`src/sv/utf8_to_utf16_transcoder_top_assert.svh`:
```
// Assertion macros for the UTF-8 to UTF-16 transcoder.
// Included by the top level; simulation builds get checks, synthesis gets nothing.
`ifndef UTF8_TO_UTF16_TRANSCODER_TOP_ASSERT_SVH
`define UTF8_TO_UTF16_TRANSCODER_TOP_ASSERT_SVH

`ifndef SYNTHESIS
// check a property while out of reset
`define U8U16_ASSERT(lbl, clk, rstn, prop, msg) \
  lbl: assert property (@(posedge clk) disable iff (!(rstn)) (prop)) else $error(msg);
// check a property at every edge, reset included
`define U8U16_ASSERT_ALWAYS(lbl, clk, prop, msg) \
  lbl: assert property (@(posedge clk) (prop)) else $error(msg);
`else
`define U8U16_ASSERT(lbl, clk, rstn, prop, msg)
`define U8U16_ASSERT_ALWAYS(lbl, clk, prop, msg)
`endif

`endif

```
`src/sv/u8u16_pkg.sv`:
```
// Shared types, constants and helper functions for the UTF-8 to UTF-16 transcoder.
// No dependencies; compiled first.
package u8u16_pkg;

  localparam int unsigned POS_BITS_DEF = 24;

  // error codes
  localparam logic [2:0] ERR_NONE      = 3'd0;
  localparam logic [2:0] ERR_BAD_LEAD  = 3'd1;
  localparam logic [2:0] ERR_DANG2     = 3'd2;
  localparam logic [2:0] ERR_DANG3     = 3'd3;
  localparam logic [2:0] ERR_OVERLONG3 = 3'd4;
  localparam logic [2:0] ERR_DANG4     = 3'd5;
  localparam logic [2:0] ERR_RANGE4    = 3'd6;

  // record kinds
  localparam logic KIND_UNIT    = 1'b0;
  localparam logic KIND_SUMMARY = 1'b1;

  // configuration register indexes
  localparam logic CFG_SWAP = 1'b0;
  localparam logic CFG_BOM  = 1'b1;

  // code point limits
  localparam logic [20:0] CP_MAX      = 21'h10FFFF;
  localparam logic [20:0] CP_SUPP     = 21'h010000;
  localparam logic [20:0] CP_MIN3     = 21'h000800;
  localparam logic [20:0] CP_SURR_LO  = 21'h00D800;
  localparam logic [20:0] CP_SURR_HI  = 21'h00DFFF;
  localparam logic [15:0] HI_SURR     = 16'hD800;
  localparam logic [15:0] LO_SURR     = 16'hDC00;
  localparam logic [15:0] BOM_UNIT    = 16'hFEFF;
  localparam logic [7:0]  LEAD_MIN    = 8'hC2;
  localparam logic [7:0]  LEAD_LIMIT  = 8'hF5;
  localparam logic [7:0]  LEAD3_MIN   = 8'hE0;
  localparam logic [7:0]  LEAD4_MIN   = 8'hF0;

  typedef struct packed {
    logic swap;
    logic bom;
  } cfg_t;

  typedef struct packed {
    logic [2:0]  code;
    logic [20:0] val;
  } fail_t;

  // results caused by one transaction: up to three units and a summary
  typedef struct packed {
    logic [3:0][15:0] units;
    logic [1:0]       n_units;
    logic             has_sum;
    logic [2:0]       err;
    logic [23:0]      err_off;
    logic [20:0]      bad;
    logic [23:0]      fna;
    logic [23:0]      cnt;
  } bundle_t;

  function automatic logic [15:0] swap16(logic [15:0] u, logic en);
    return en ? {u[7:0], u[15:8]} : u;
  endfunction

  // dangling-sequence error: recover the lead byte from the accumulator
  function automatic fail_t dangling(logic [2:0] len, logic [1:0] pend, logic [20:0] acc);
    logic [1:0]  k;
    logic [20:0] lead;
    fail_t       f;
    k = 2'(len - 3'd1 - {1'b0, pend});
    case (k)
      2'd0:    lead = acc;
      2'd1:    lead = acc >> 6;
      2'd2:    lead = acc >> 12;
      default: lead = acc >> 18;
    endcase
    case (len)
      3'd2: begin
        f.code = ERR_DANG2;
        f.val  = {13'd0, 3'b110, lead[4:0]};
      end
      3'd3: begin
        f.code = ERR_DANG3;
        f.val  = {13'd0, 4'b1110, lead[3:0]};
      end
      default: begin
        f.code = ERR_DANG4;
        f.val  = {13'd0, 5'b11110, lead[2:0]};
      end
    endcase
    return f;
  endfunction

endpackage

```
`src/sv/u8u16_if.sv`:
```
// Valid/ready channel interfaces for the transcoder input bytes and output records.
// No dependencies.
interface u8u16_in_if;
  logic       valid;
  logic       ready;
  logic [7:0] in_byte;
  logic       no_byte;
  logic       end_of_string;

  modport source (output valid, in_byte, no_byte, end_of_string, input ready);
  modport sink   (input valid, in_byte, no_byte, end_of_string, output ready);
endinterface

interface u8u16_out_if;
  logic        valid;
  logic        ready;
  logic        record_kind;
  logic [15:0] unit;
  logic [2:0]  error_code;
  logic [23:0] error_offset;
  logic [20:0] bad_value;
  logic [23:0] first_non_ascii;
  logic [23:0] unit_count;
  logic        last_of_run;

  modport source (output valid, record_kind, unit, error_code, error_offset, bad_value,
                  first_non_ascii, unit_count, last_of_run, input ready);
  modport sink   (input valid, record_kind, unit, error_code, error_offset, bad_value,
                  first_non_ascii, unit_count, last_of_run, output ready);
endinterface

```
`src/sv/u8u16_decode.sv`:
```
// Per-byte UTF-8 decoder: string state registers and one-pass decode to a result bundle.
// Depends on u8u16_pkg.
module u8u16_decode #(
  parameter int unsigned POSITION_BITS = u8u16_pkg::POS_BITS_DEF
) (
  input  logic                clk_i,
  input  logic                rst_ni,
  input  logic                fire_i,
  input  logic [7:0]          in_byte_i,
  input  logic                no_byte_i,
  input  logic                end_of_string_i,
  input  u8u16_pkg::cfg_t     cfg_i,
  output u8u16_pkg::bundle_t  bundle_o,
  output logic                bundle_valid_o
);
  import u8u16_pkg::*;

  localparam int unsigned PB = POSITION_BITS;
  localparam logic [PB-1:0] CNT_MAX = '1;

  logic [PB-1:0] pos_q, pos_d, lead_q, lead_d, fna_q, fna_d;
  logic [PB-1:0] units_q, units_d, epos_q, epos_d, cnt_inc;
  logic [1:0]    pend_q, pend_d;
  logic [2:0]    seqlen_q, seqlen_d;
  logic [20:0]   acc_q, acc_d, eval_q, eval_d, cp, v;
  logic          nas_q, nas_d, bom_q, bom_d;
  logic [2:0]    err_q, err_d;

  logic [1:0]    nu_cp;
  logic [15:0]   u0, u1;
  logic          bom_emit;
  fail_t         f_byte, f_end;
  bundle_t       b_d;

  assign cp      = {acc_q[14:0], in_byte_i[5:0]};
  assign v       = cp - CP_SUPP;
  assign f_byte  = dangling(seqlen_q, pend_q, acc_q);

  // decode one transaction
  always_comb begin
    pos_d    = pos_q;
    lead_d   = lead_q;
    fna_d    = fna_q;
    units_d  = units_q;
    epos_d   = epos_q;
    pend_d   = pend_q;
    seqlen_d = seqlen_q;
    acc_d    = acc_q;
    eval_d   = eval_q;
    nas_d    = nas_q;
    bom_d    = bom_q;
    err_d    = err_q;
    nu_cp    = 2'd0;
    u0       = '0;
    u1       = '0;
    cnt_inc  = '0;
    f_end    = '0;
    b_d      = '0;

    if (!no_byte_i) begin
      if (err_q == ERR_NONE) begin
        if (pend_q == 2'd0) begin
          if (!in_byte_i[7]) begin
            nu_cp = 2'd1;
            u0    = {8'd0, in_byte_i};
          end else begin
            if (!nas_q) begin
              nas_d = 1'b1;
              fna_d = pos_q;
            end
            if (in_byte_i < LEAD_MIN || in_byte_i >= LEAD_LIMIT) begin
              err_d  = ERR_BAD_LEAD;
              epos_d = pos_q;
              eval_d = {13'd0, in_byte_i};
              pend_d = 2'd0;
            end else begin
              lead_d = pos_q;
              if (in_byte_i < LEAD3_MIN) begin
                seqlen_d = 3'd2;
                acc_d    = {16'd0, in_byte_i[4:0]};
                pend_d   = 2'd1;
              end else if (in_byte_i < LEAD4_MIN) begin
                seqlen_d = 3'd3;
                acc_d    = {17'd0, in_byte_i[3:0]};
                pend_d   = 2'd2;
              end else begin
                seqlen_d = 3'd4;
                acc_d    = {18'd0, in_byte_i[2:0]};
                pend_d   = 2'd3;
              end
            end
          end
        end else if (in_byte_i[7:6] != 2'b10) begin
          // broken continuation
          err_d  = f_byte.code;
          epos_d = lead_q;
          eval_d = f_byte.val;
          pend_d = 2'd0;
        end else begin
          acc_d  = cp;
          pend_d = pend_q - 2'd1;
          if (pend_q == 2'd1) begin
            if (seqlen_q == 3'd3 &&
                (cp < CP_MIN3 || (cp >= CP_SURR_LO && cp <= CP_SURR_HI))) begin
              err_d  = ERR_OVERLONG3;
              epos_d = lead_q;
              eval_d = cp;
            end else if (seqlen_q == 3'd4 && (cp < CP_SUPP || cp > CP_MAX)) begin
              err_d  = ERR_RANGE4;
              epos_d = lead_q;
              eval_d = cp;
            end else if (cp < CP_SUPP) begin
              nu_cp = 2'd1;
              u0    = cp[15:0];
            end else begin
              nu_cp = 2'd2;
              u0    = HI_SURR + {6'd0, v[19:10]};
              u1    = LO_SURR + {6'd0, v[9:0]};
            end
          end
        end
      end
      if (pos_q != CNT_MAX) pos_d = pos_q + 1'b1;
    end

    // saturating unit count, up to two per transaction
    cnt_inc = (units_q != CNT_MAX) ? units_q + 1'b1 : units_q;
    if (nu_cp != 2'd0) units_d = cnt_inc;
    if (nu_cp == 2'd2 && cnt_inc != CNT_MAX) units_d = cnt_inc + 1'b1;

    // byte order mark before the first unit of a string
    bom_emit = cfg_i.bom && !bom_q && (nu_cp != 2'd0);
    if (bom_emit) bom_d = 1'b1;

    if (bom_emit) begin
      b_d.units[0] = swap16(BOM_UNIT, cfg_i.swap);
      b_d.units[1] = swap16(u0, cfg_i.swap);
      b_d.units[2] = swap16(u1, cfg_i.swap);
    end else begin
      b_d.units[0] = swap16(u0, cfg_i.swap);
      b_d.units[1] = swap16(u1, cfg_i.swap);
    end
    b_d.n_units = nu_cp + {1'b0, bom_emit};

    // end of string: close open sequence, build summary, clear state
    if (end_of_string_i) begin
      if (err_d == ERR_NONE && pend_d != 2'd0) begin
        f_end  = dangling(seqlen_d, pend_d, acc_d);
        err_d  = f_end.code;
        epos_d = lead_d;
        eval_d = f_end.val;
      end
      b_d.has_sum = 1'b1;
      b_d.err     = err_d;
      b_d.err_off = (err_d != ERR_NONE) ? 24'(epos_d) : 24'd0;
      b_d.bad     = (err_d != ERR_NONE) ? eval_d : 21'd0;
      b_d.fna     = nas_d ? 24'(fna_d) : 24'(pos_d);
      b_d.cnt     = 24'(units_d);
      pos_d    = '0;
      lead_d   = '0;
      fna_d    = '0;
      units_d  = '0;
      epos_d   = '0;
      pend_d   = 2'd0;
      seqlen_d = 3'd0;
      acc_d    = '0;
      eval_d   = '0;
      nas_d    = 1'b0;
      bom_d    = 1'b0;
      err_d    = ERR_NONE;
    end
  end

  assign bundle_o       = b_d;
  assign bundle_valid_o = (b_d.n_units != 2'd0) || b_d.has_sum;

  // string state
  always_ff @(posedge clk_i or negedge rst_ni) begin
    if (!rst_ni) begin
      pos_q    <= '0;
      lead_q   <= '0;
      fna_q    <= '0;
      units_q  <= '0;
      epos_q   <= '0;
      pend_q   <= 2'd0;
      seqlen_q <= 3'd0;
      acc_q    <= '0;
      eval_q   <= '0;
      nas_q    <= 1'b0;
      bom_q    <= 1'b0;
      err_q    <= ERR_NONE;
    end else if (fire_i) begin
      pos_q    <= pos_d;
      lead_q   <= lead_d;
      fna_q    <= fna_d;
      units_q  <= units_d;
      epos_q   <= epos_d;
      pend_q   <= pend_d;
      seqlen_q <= seqlen_d;
      acc_q    <= acc_d;
      eval_q   <= eval_d;
      nas_q    <= nas_d;
      bom_q    <= bom_d;
      err_q    <= err_d;
    end
  end

endmodule

```
`src/sv/u8u16_serial.sv`:
```
// Output register: holds the result bundle of one transaction and sends its records in order.
// Depends on u8u16_pkg and u8u16_out_if.
module u8u16_serial (
  input  logic               clk_i,
  input  logic               rst_ni,
  input  logic               load_i,
  input  u8u16_pkg::bundle_t bundle_i,
  output logic               ready_o,
  u8u16_out_if.source        out
);
  import u8u16_pkg::*;

  bundle_t    bundle_q;
  logic       full_q;
  logic [1:0] idx_q;
  logic [2:0] total;
  logic       last;
  logic       take;
  logic       is_unit;

  assign total   = {1'b0, bundle_q.n_units} + {2'b0, bundle_q.has_sum};
  assign last    = ({1'b0, idx_q} == total - 3'd1);
  assign take    = full_q && out.ready;
  assign ready_o = !full_q || (out.ready && last);
  assign is_unit = (idx_q < bundle_q.n_units);

  // record selection
  assign out.valid           = full_q;
  assign out.record_kind     = is_unit ? KIND_UNIT : KIND_SUMMARY;
  assign out.unit            = is_unit ? bundle_q.units[idx_q] : 16'd0;
  assign out.error_code      = is_unit ? ERR_NONE : bundle_q.err;
  assign out.error_offset    = is_unit ? 24'd0 : bundle_q.err_off;
  assign out.bad_value       = is_unit ? 21'd0 : bundle_q.bad;
  assign out.first_non_ascii = is_unit ? 24'd0 : bundle_q.fna;
  assign out.unit_count      = is_unit ? 24'd0 : bundle_q.cnt;
  assign out.last_of_run     = last;

  // occupancy and record index
  always_ff @(posedge clk_i or negedge rst_ni) begin
    if (!rst_ni) begin
      full_q <= 1'b0;
      idx_q  <= 2'd0;
    end else if (load_i) begin
      full_q <= 1'b1;
      idx_q  <= 2'd0;
    end else if (take) begin
      if (last) begin
        full_q <= 1'b0;
        idx_q  <= 2'd0;
      end else begin
        idx_q  <= idx_q + 2'd1;
      end
    end
  end

  // payload
  always_ff @(posedge clk_i) begin
    if (load_i) bundle_q <= bundle_i;
  end

endmodule

```
`src/sv/utf8_to_utf16_transcoder_top.sv`:
```
// The first record of a transaction is valid in the cycle after it is accepted.
// Throughput: one transaction per cycle while each yields at most one record and out_o is
// ready; a transaction yielding k records (k up to 4) holds the output register until its
// last record is taken. A transaction with no record (empty item) passes with no output.
// Reset (rst_ni low, asynchronous) clears string state, config and the output register.
// Top level of the UTF-8 to UTF-16 transcoder; depends on u8u16_pkg, u8u16_if,
// u8u16_decode, u8u16_serial and utf8_to_utf16_transcoder_top_assert.svh.
`include "utf8_to_utf16_transcoder_top_assert.svh"

module utf8_to_utf16_transcoder_top #(
  parameter int unsigned POSITION_BITS = u8u16_pkg::POS_BITS_DEF
) (
  input  logic        clk_i,
  input  logic        rst_ni,
  u8u16_in_if.sink    in_i,
  u8u16_out_if.source out_o,
  input  logic        cfg_we_i,
  input  logic        cfg_idx_i,
  input  logic        cfg_wdata_i
);
  import u8u16_pkg::*;

  cfg_t    cfg_q;
  bundle_t bundle;
  logic    bundle_valid;
  logic    ready;
  logic    fire;

  assign in_i.ready = ready;
  assign fire       = in_i.valid && ready;

  // configuration registers
  always_ff @(posedge clk_i or negedge rst_ni) begin
    if (!rst_ni) begin
      cfg_q <= '0;
    end else if (cfg_we_i) begin
      case (cfg_idx_i)
        CFG_SWAP: cfg_q.swap <= cfg_wdata_i;
        CFG_BOM:  cfg_q.bom  <= cfg_wdata_i;
        default:  cfg_q      <= cfg_q;
      endcase
    end
  end

  u8u16_decode #(
    .POSITION_BITS(POSITION_BITS)
  ) u_decode (
    .clk_i          (clk_i),
    .rst_ni         (rst_ni),
    .fire_i         (fire),
    .in_byte_i      (in_i.in_byte),
    .no_byte_i      (in_i.no_byte),
    .end_of_string_i(in_i.end_of_string),
    .cfg_i          (cfg_q),
    .bundle_o       (bundle),
    .bundle_valid_o (bundle_valid)
  );

  u8u16_serial u_serial (
    .clk_i   (clk_i),
    .rst_ni  (rst_ni),
    .load_i  (fire && bundle_valid),
    .bundle_i(bundle),
    .ready_o (ready),
    .out     (out_o)
  );

  // checks
  `U8U16_ASSERT_ALWAYS(a_rst_empty, clk_i, !rst_ni |-> !out_o.valid, "output valid in reset")
  `U8U16_ASSERT(a_empty_ready, clk_i, rst_ni, !out_o.valid |-> in_i.ready, "not ready while empty")
  `U8U16_ASSERT(a_stall_blocks, clk_i, rst_ni,
                (out_o.valid && !out_o.ready) |-> !in_i.ready,
                "input taken while output stalled")
  `U8U16_ASSERT(a_sum_last, clk_i, rst_ni,
                (out_o.valid && out_o.record_kind == KIND_SUMMARY) |-> out_o.last_of_run,
                "summary not last of run")

endmodule
```
`src/flat_wrapper.sv`:
```
// flat-port wrapper written by rule: the top's interface ports become plain ports
module utf8_to_utf16_transcoder_top_flat import u8u16_pkg::*;
#(
  parameter int unsigned POSITION_BITS = u8u16_pkg::POS_BITS_DEF
)
  (clk_i, rst_ni, cfg_we_i, cfg_idx_i, cfg_wdata_i, in_i_valid, in_i_in_byte, in_i_no_byte, in_i_end_of_string, in_i_ready, out_o_valid, out_o_record_kind, out_o_unit, out_o_error_code, out_o_error_offset, out_o_bad_value, out_o_first_non_ascii, out_o_unit_count, out_o_last_of_run, out_o_ready);
  u8u16_in_if in_i_i ();
  u8u16_out_if out_o_i ();
  input  logic clk_i;
  input  logic rst_ni;
  input  logic cfg_we_i;
  input  logic cfg_idx_i;
  input  logic cfg_wdata_i;
  input wire logic [$bits(in_i_i.valid)-1:0] in_i_valid;
  input wire logic [$bits(in_i_i.in_byte)-1:0] in_i_in_byte;
  input wire logic [$bits(in_i_i.no_byte)-1:0] in_i_no_byte;
  input wire logic [$bits(in_i_i.end_of_string)-1:0] in_i_end_of_string;
  output wire logic [$bits(in_i_i.ready)-1:0] in_i_ready;
  output wire logic [$bits(out_o_i.valid)-1:0] out_o_valid;
  output wire logic [$bits(out_o_i.record_kind)-1:0] out_o_record_kind;
  output wire logic [$bits(out_o_i.unit)-1:0] out_o_unit;
  output wire logic [$bits(out_o_i.error_code)-1:0] out_o_error_code;
  output wire logic [$bits(out_o_i.error_offset)-1:0] out_o_error_offset;
  output wire logic [$bits(out_o_i.bad_value)-1:0] out_o_bad_value;
  output wire logic [$bits(out_o_i.first_non_ascii)-1:0] out_o_first_non_ascii;
  output wire logic [$bits(out_o_i.unit_count)-1:0] out_o_unit_count;
  output wire logic [$bits(out_o_i.last_of_run)-1:0] out_o_last_of_run;
  input wire logic [$bits(out_o_i.ready)-1:0] out_o_ready;
  assign in_i_i.valid = in_i_valid;
  assign in_i_i.in_byte = in_i_in_byte;
  assign in_i_i.no_byte = in_i_no_byte;
  assign in_i_i.end_of_string = in_i_end_of_string;
  assign in_i_ready = in_i_i.ready;
  assign out_o_valid = out_o_i.valid;
  assign out_o_record_kind = out_o_i.record_kind;
  assign out_o_unit = out_o_i.unit;
  assign out_o_error_code = out_o_i.error_code;
  assign out_o_error_offset = out_o_i.error_offset;
  assign out_o_bad_value = out_o_i.bad_value;
  assign out_o_first_non_ascii = out_o_i.first_non_ascii;
  assign out_o_unit_count = out_o_i.unit_count;
  assign out_o_last_of_run = out_o_i.last_of_run;
  assign out_o_i.ready = out_o_ready;
  utf8_to_utf16_transcoder_top #(.POSITION_BITS(POSITION_BITS)) u_core (.clk_i(clk_i), .rst_ni(rst_ni), .in_i(in_i_i), .out_o(out_o_i), .cfg_we_i(cfg_we_i), .cfg_idx_i(cfg_idx_i), .cfg_wdata_i(cfg_wdata_i));
endmodule
```
`config.mk`:
```
export PLATFORM = sky130hd
export DESIGN_NAME = utf8_to_utf16_transcoder_top_flat
export DESIGN_NICKNAME = d
export VERILOG_FILES = /design/src/sv/u8u16_pkg.sv /design/src/sv/u8u16_if.sv /design/src/sv/u8u16_decode.sv /design/src/sv/u8u16_serial.sv /design/src/sv/utf8_to_utf16_transcoder_top.sv /design/src/flat_wrapper.sv
export VERILOG_INCLUDE_DIRS = /design/src /design/src/sv
export SDC_FILE = /design/constraint.sdc
export NUM_CORES = 1
export LEC_CHECK = 0
export BUFFER_PORTS_ARGS = -buffer_cell sky130_fd_sc_hd__buf_4
export CAP_MARGIN = 5
export CORE_MARGIN = 3
export CORE_UTILIZATION = 62
export DETAILED_ROUTE_END_ITERATION = 7
export GPL_TIMING_DRIVEN = 0
export PLACE_DENSITY_LB_ADDON = 0.08
export SYNTH_ARGS = -nofsm -noshare
export SYNTH_HDL_FRONTEND = slang
export SYNTH_HIERARCHICAL = 1
export SYNTH_SLANG_ARGS = --single-unit
```
`constraint.sdc`:
```
create_clock -name clk_i -period 10.25 [get_ports clk_i]
set_clock_uncertainty 0.05 [all_clocks]
set_input_delay 0.5125 -clock clk_i [delete_from_list [all_inputs] [get_ports clk_i]]
set_output_delay 0.5125 -clock clk_i [all_outputs]
set_load 0.01 [all_outputs]
```
==> results.yml, run 1 <==
die:
  fp.dieH_um: 189
  initial_core_util_pct: 63.3
  dieWidth_um: 189
  ios: 133
  core_area_um2: 32700
  rows: 66
  die-area_um2: 35600
power_and_ir_drop:
  power_density_nw_per_um2: 263
  power.internal_uw: 3680
  seqPwrFrac_pct: 31.5
  p_clk_share_pct: 22.3
  p_total_uw: 6200
  ir_drop_mv: 0.228
  switching_share_pct: 40.7
  p_leak_uw: 0.00901
  switching_power_uw: 2520
  combPwrFrac_pct: 46.2
timing:
  slew_headroom_pct: 24.4
  rsz0062_at_grt: "false"
  final-max-slew-violation-count: 0
  post-route-period-util_pct: 56.4
  min_period_ns: 5.78
  whs_ns: 0.108
  worstMarginPinSlew_ns: 1.12
  tns_ns: 0
  max_clock_freq_mhz: 173
  finalHoldViolCount: 0
  worst_slack_ns: 4.47
  setup_violations: 0
worst_setup_path:
  path_buf_inv: 5
  cpMaxStageDelayCell: "clkbuf_1"
  endpoint_kind: "register"
  worst-path-max-fanout: 76
  worst-setup-path-type: "reg2reg"
  slowest_delay_ns: 0.68
  path_cells: "inv_1 -> ha_1 -> clkbuf_1 -> or3b_2 -> nor2_1 -> nand2_1 -> nor3_1 -> a21o_1 -> clkbuf_1 -> nor2_1 -> nand2_1 -> and3_4 -> buf_16 -> buf_16"
  arrival_ns: 5.92
  path_delay_family: "simple AND/OR/NAND/NOR gates"
  critPathLaunchType: "register"
  worstPathRequired_ns: 10.39
clock_network:
  cts_resized: 0
  cts_max_path_buffers: 3
  cts.sinks: 339
  h-tree-depth: 2
  clkSlewWorstSetupHoldPaths_ns: 0.07
  clkLatencyLatePin_ns: 0.56
  cts_made_buffers: 39
  post_cts_buffers: 0
  cts_hold_buffers: 1
  root_buffer: "clkbuf_16"
  cts_tree: "built"
finish:
  diodes: 0
  drive_above_1_share_pct: 13.8
  final_common_cell: "dfrtp_1"
  layout_common_cells: "dfrtp_1 (176), nor2_1 (173), clkbuf_1 (171)"
  area_growth_pct: 14.2
  nNetsFinal: 2375
route:
  viasPerCell: 6.90
  vias: 19400
  ant_nets: 0
  first_pass_iters: 7
  first_iter_violations: 2454
  wl_per_cell_um: 25.4
  wirelength_mm: 71.7
  drc: 0
place:
  globalplace.congestion: 0.998
  dp_slack_ns: 4.65
  portBuffers: 127
  hpwl_mm: 50.6
synth:
  ys.warnings.count: 6
  ys.flop_type: "dfrtp_1"
  syn-cell-area_um2: 20700
  synthDistinctLibCells: 102
  synth_edf_count: 163
  ys_ff_latch: 339
  seq_area_frac_synth_pct: 45.0
  synthArstFlopShare_pct: 51.9
  avgSynthCellArea_um2: 9.58
  synth_cells: 2159
global_route:
  grt_pass1_wl_mm: 109
  grt_pass1_vias: 18500
  antenna_found_initial: 2
  overflow: 0
  grt_usage_pct: 39.5
  grt_max_degree: 106
status:
  status: "finished clean"
worst_hold_path:
  min_path_type: "in2reg"
run:
  drv_cap: 0
==> per-layer routing <==
layer / track usage [%] / wire (um) / vias up
met5: 0 / 13 / -
met3: 7.96 / 8150 / 260
li1: - / - / 8424
met2: 60.9 / 32200 / 1420
met4: 19.8 / 3970 / 2
met1: 53.6 / 27400 / 9336
==> cells in the mapped netlist, types with 5 or more instances <==
master,count,area (um^2)
dfrtp_1,176,4400
nor2_1,173,649
edfxtp_1,163,4890
clkbuf_1,159,597
o21ai_0,158,791
and2_1,132,826
nand2_1,132,495
a21oi_1,103,515
o2bb2ai_1,98,858
nor3_1,69,345
a211oi_1,63,473
nand3_1,61,305
a22oi_1,56,420
mux2i_1,38,380
inv_1,36,135
buf_2,32,160
xnor2_1,32,280
and3_1,30,188
o21a_1,29,218
o21bai_1,28,210
nand4_1,26,163
a22o_1,21,184
or3_1,21,131
a31oi_1,20,125
and2_4,20,175
mux4_2,18,405
o22ai_1,18,113
buf_4,17,128
ha_1,12,150
nand2b_1,12,75.1
o211ai_1,11,82.6
xor2_1,11,96.3
a32o_1,9,90.1
buf_1,9,33.8
buf_6,9,101
nor4_1,9,56.3
o32ai_1,8,70.1
nor2b_1,7,43.8
or4_1,7,52.6
a21o_1,6,45.0
and4_1,6,52.6
mux2_2,5,56.3
==> metrics by stage <==
step	utilization, %	instance area [um^2]	instances
6_report	72.2	23600	2819
5_1_grt	72.2	23600	2819
4_1_cts	72.2	23600	2819
3_5_place_dp	68.3	22300	2746
3_3_place_gp	68.0	22200	2743
2_1_floorplan	-	20700	2174
==> worst register-to-register path: cells and delay by family (launching register included) <==
kind / cells / cell delay, ns
AOI/OAI and AO/OA: 1 / 0.43
adders and majority gates: 1 / 0.21
buffers and inverters: 5 / 1.69
DFF: 1 / 0.41
and+or+nand+nor: 7 / 2.54
==> power by group through the flow <==
stage,sequential (uW),clock [uW],combinational (uW)
2_1_floorplan,1930,0,1770
3_3_place_gp,1980,0,2690
3_5_place_dp,1960,0,2780
4_1_cts,1940,1400,2800
5_1_grt,1980,1450,3040
6_report,1950,1390,2860
==> state kept, by name (all words and copies together) (netlist names) <==
| name | flops |
|---|---|
| u_core/u_serial/out.valid | 1 |
| u_core/u_decode/seqlen_q | 3 |
| u_core/u_decode/acc_q | 20 |
| u_core/u_decode/epos_q | 24 |
| u_core/u_decode/pend_q | 2 |
| u_core/u_decode/err_q | 3 |
| u_core/u_decode/bom_q | 1 |
| u_core/u_serial/idx_q | 2 |
| u_core/u_serial/bundle_q | 163 |
| u_core/u_decode/units_q | 24 |
| u_core/u_decode/pos_q | 24 |
| u_core/u_decode/eval_q | 21 |
| u_core/u_decode/nas_q | 1 |
| u_core/u_decode/fna_q | 24 |
| u_core/u_decode/lead_q | 24 |
| u_core/cfg_q | 2 |
==> cell type report <==
type / count / area [um^2]
fill: 2465 / 9090
sequential: 339 / 9300
buffer: 229 / 1030
multi-input combinational: 1567 / 10300
inverter: 39 / 146
clock inverter: 15 / 146
timing repair buffer: 131 / 1050
clock buffer: 57 / 1110
tap: 442 / 553
==> final timing paths <==
check	to	startpoint	slack, ns	cells past startpoint
hold / removal	u_core/u_serial/bundle_q[96]	in_i_end_of_string	0.11	1
min in group asynchronous	u_core/u_decode/eval_q[2]	rst_ni	0.48	2
setup reg to reg	u_core/u_serial/bundle_q[88]	u_core/u_decode/pend_q[0]	4.47	14
hold reg to reg	u_core/u_decode/eval_q[6]	u_core/u_decode/eval_q[6]	0.46	1
setup / recovery	u_core/u_serial/bundle_q[88]	u_core/u_decode/pend_q[0]	4.47	14
max in group asynchronous	u_core/u_decode/units_q[12]	rst_ni	8.69	3
==> cells by family (layout without fill, tap and decap cells) <==
family                   count (synthesis)  count (layout)  synth area share, %
AO/OA/AOI/OAI                          693             693                 23.5
XOR/XNOR                                44              44                 1.94
adder cells (fa/ha/maj)                 12              12                0.726
buffers and inverters                  268             471                 5.71
flip-flops                             339             339                 45.0
multiplexers                            66              66                 4.58
other                                    1              16               0.0181
AND/OR/NAND/NOR                        736             736                 18.6
No activity file was read; power rests on OpenSTA's default activity.
==> run 2, diff against run 1 <==
--- a/config.mk
+++ b/config.mk
@@ -9,7 +9,7 @@
 export BUFFER_PORTS_ARGS = -buffer_cell sky130_fd_sc_hd__buf_4
 export CAP_MARGIN = 5
 export CORE_MARGIN = 3
-export CORE_UTILIZATION = 62
+export CORE_UTILIZATION = 56
 export DETAILED_ROUTE_END_ITERATION = 7
 export GPL_TIMING_DRIVEN = 0
 export PLACE_DENSITY_LB_ADDON = 0.08
==> constraint.sdc (replaced) <==
create_clock -name clk_i -period 4.8 [get_ports clk_i]
set_clock_uncertainty 0.05 [all_clocks]
set_input_delay 0.24 -clock clk_i [delete_from_list [all_inputs] [get_ports clk_i]]
set_output_delay 0.24 -clock clk_i [all_outputs]
set_load 0.01 [all_outputs]
==> results.yml, run 2 (same netlist as run 1, synthesis figures left out) <==
global_route:
  grt_pass1_vias: 18400
  grt_pass1_wl_mm: 112
  antenna_found_initial: 3
  overflow: 0
  grt_usage_pct: 37.2
  grt_max_degree: 93
worst_setup_path:
  slowest_delay_ns: 0.54
  path_cells: "clkbuf_1 -> nand4_1 -> nor2_2 -> nand2_1 -> xor2_1 -> ha_1 -> inv_1 -> a31oi_1 -> o21a_1 -> or3b_1 -> nor2_2 -> nand3_1 -> and3_1 -> o21a_1"
  arrival_ns: 4.90
  worstPathRequired_ns: 5.06
  endpoint_kind: "register"
  critPathLaunchType: "register"
  path_delay_family: "simple AND/OR/NAND/NOR gates"
  worst-setup-path-type: "reg2reg"
  path_buf_inv: 2
  r2r_setup_slack_ns: 0.16
  cpMaxStageDelayCell: "nor2_2"
  worst-path-max-fanout: 9
clock_network:
  clkSlewWorstSetupHoldPaths_ns: 0.06
  cts_made_buffers: 39
  cts_max_path_buffers: 3
  clkLatencyLatePin_ns: 0.58
  root_buffer: "clkbuf_16"
  cts_tree: "built"
  h-tree-depth: 2
  cts.sinks: 339
route:
  wirelength_mm: 73.3
  viasPerCell: 6.75
  drc: 0
  vias: 19200
  wl_per_cell_um: 25.7
  first_pass_iters: 8
  ant_nets: 0
  first_iter_violations: 2176
die:
  ios: 133
  core_area_um2: 36000
  fp.dieH_um: 198
  die-area_um2: 39300
  initial_core_util_pct: 57.5
  rows: 69
  dieWidth_um: 198
finish:
  area_growth_pct: 15.1
  nNetsFinal: 2389
  largest-register: "u_core/u_serial/bundle_q"
  multi_input_area_um2: 10300
  n_fill_cell: 2865
  largest_register_ffs: 163
  final_common_cell: "dfrtp_1"
  layout_common_cells: "dfrtp_1 (176), nor2_1 (171), clkbuf_1 (166)"
  finalInstanceArea_um2: 23800
  seqCellArea_um2: 9300
  final_core_util_pct: 66.1
  drive_above_1_share_pct: 14.3
power_and_ir_drop:
  power_density_nw_per_um2: 557
  p_leak_uw: 0.00913
  ir_drop_mv: 0.404
timing:
  slew_headroom_pct: 22.5
  tns_ns: 0
  max_clock_freq_mhz: 216
  finalHoldViolCount: 0
  final-max-slew-violation-count: 0
  post-route-period-util_pct: 96.6
  min_period_ns: 4.64
  setup_violations: 0
  worstMarginPinSlew_ns: 1.16
  whs_ns: 0.125
  rsz0062_at_grt: "false"
status:
  status: "finished clean"
place:
  hpwl_mm: 51.9
  dpl_cell_area_um2: 22400
  globalplace.congestion: 0.963
  portBuffers: 127
worst_hold_path:
  min_path_type: "in2reg"
run:
  drv_cap: 0
==> run 2: cell count changes in the layout (fill, tap and decap cells not counted), moves of 3 or more <==
| cell | change |
|---|---|
| dlygate4sd3_1 | +6 |
| clkbuf_1 | -5 |
| buf_4 | +7 |
| clkbuf_8 | -3 |
==> run 2: repair_timing <==
| action | in CTS | in global routing |
|---|---|---|
| gates cloned | 1 | 0 |
| setup buffers | 0 | 7 |
| hold buffers | 7 | 0 |
| hold endpoints to repair | 90 | 0 |
| setup endpoints to repair | 185 | 102 |
| pin swaps | 1 | 3 |
| resized for setup | 10 | 3 |
==> run 2: path summary, 6_finish.rpt <==
kind,from,to,cells past startpoint
worst max register to register,u_core/u_decode/units_q[23],u_core/u_serial/bundle_q[16],14
worst max-delay path,u_core/u_decode/units_q[23],u_core/u_serial/bundle_q[16],14
worst min register to register,u_core/u_decode/lead_q[8],u_core/u_decode/lead_q[8],1
min in group asynchronous,rst_ni,u_core/u_serial/out.valid,2
worst min-delay path,in_i_in_byte[3],u_core/u_serial/bundle_q[118],3
max in group asynchronous,rst_ni,u_core/u_decode/pos_q[9],3
==> run 2: routing by layer <==
layer  part of all wire (%)  up-vias  track usage [%]
li1                       -     8445                -
met1                     39     9360             49.9
met2                     45     1193             57.4
met3                     10      244             9.04
met4                    5.4        2             17.4
met5                  0.018        -                0
==> run 2: per-stage QoR <==
step	power, uW	instances	setup slack [ns]
after floorplan	7860	2174	0.298
after global placement	10000	2762	-1.36
after detailed placement	10200	2766	-0.555
after CTS	13100	2843	0.0836
after global routing	13900	2849	0.0123
final	13300	2850	0.165
==> run 2: final cells by class <==
class	count	area share [%]
Antenna cell	1	0.0105
Buffer	228	4.35
Clock buffer	52	4.57
Clock inverter	17	0.615
Inverter	39	0.615
Multi-Input combinational cell	1568	43.4
Sequential cell	339	39.1
Tap cell	461	2.42
Timing Repair Buffer	145	4.95
==> run 2: power by group <==
group          internal, uW  leakage, uW  total [uW]  switching [uW]
Combinational          2360      0.00468        6180            3820
Sequential             3790      0.00385        4160             368
Clock                  1700     0.000608        2920            1220
==> run 2: worst min-delay path, stage by stage <==
cell and delay (ns):
buf_4 0.19, o211ai_1 0.11, o21ai_0 0.08
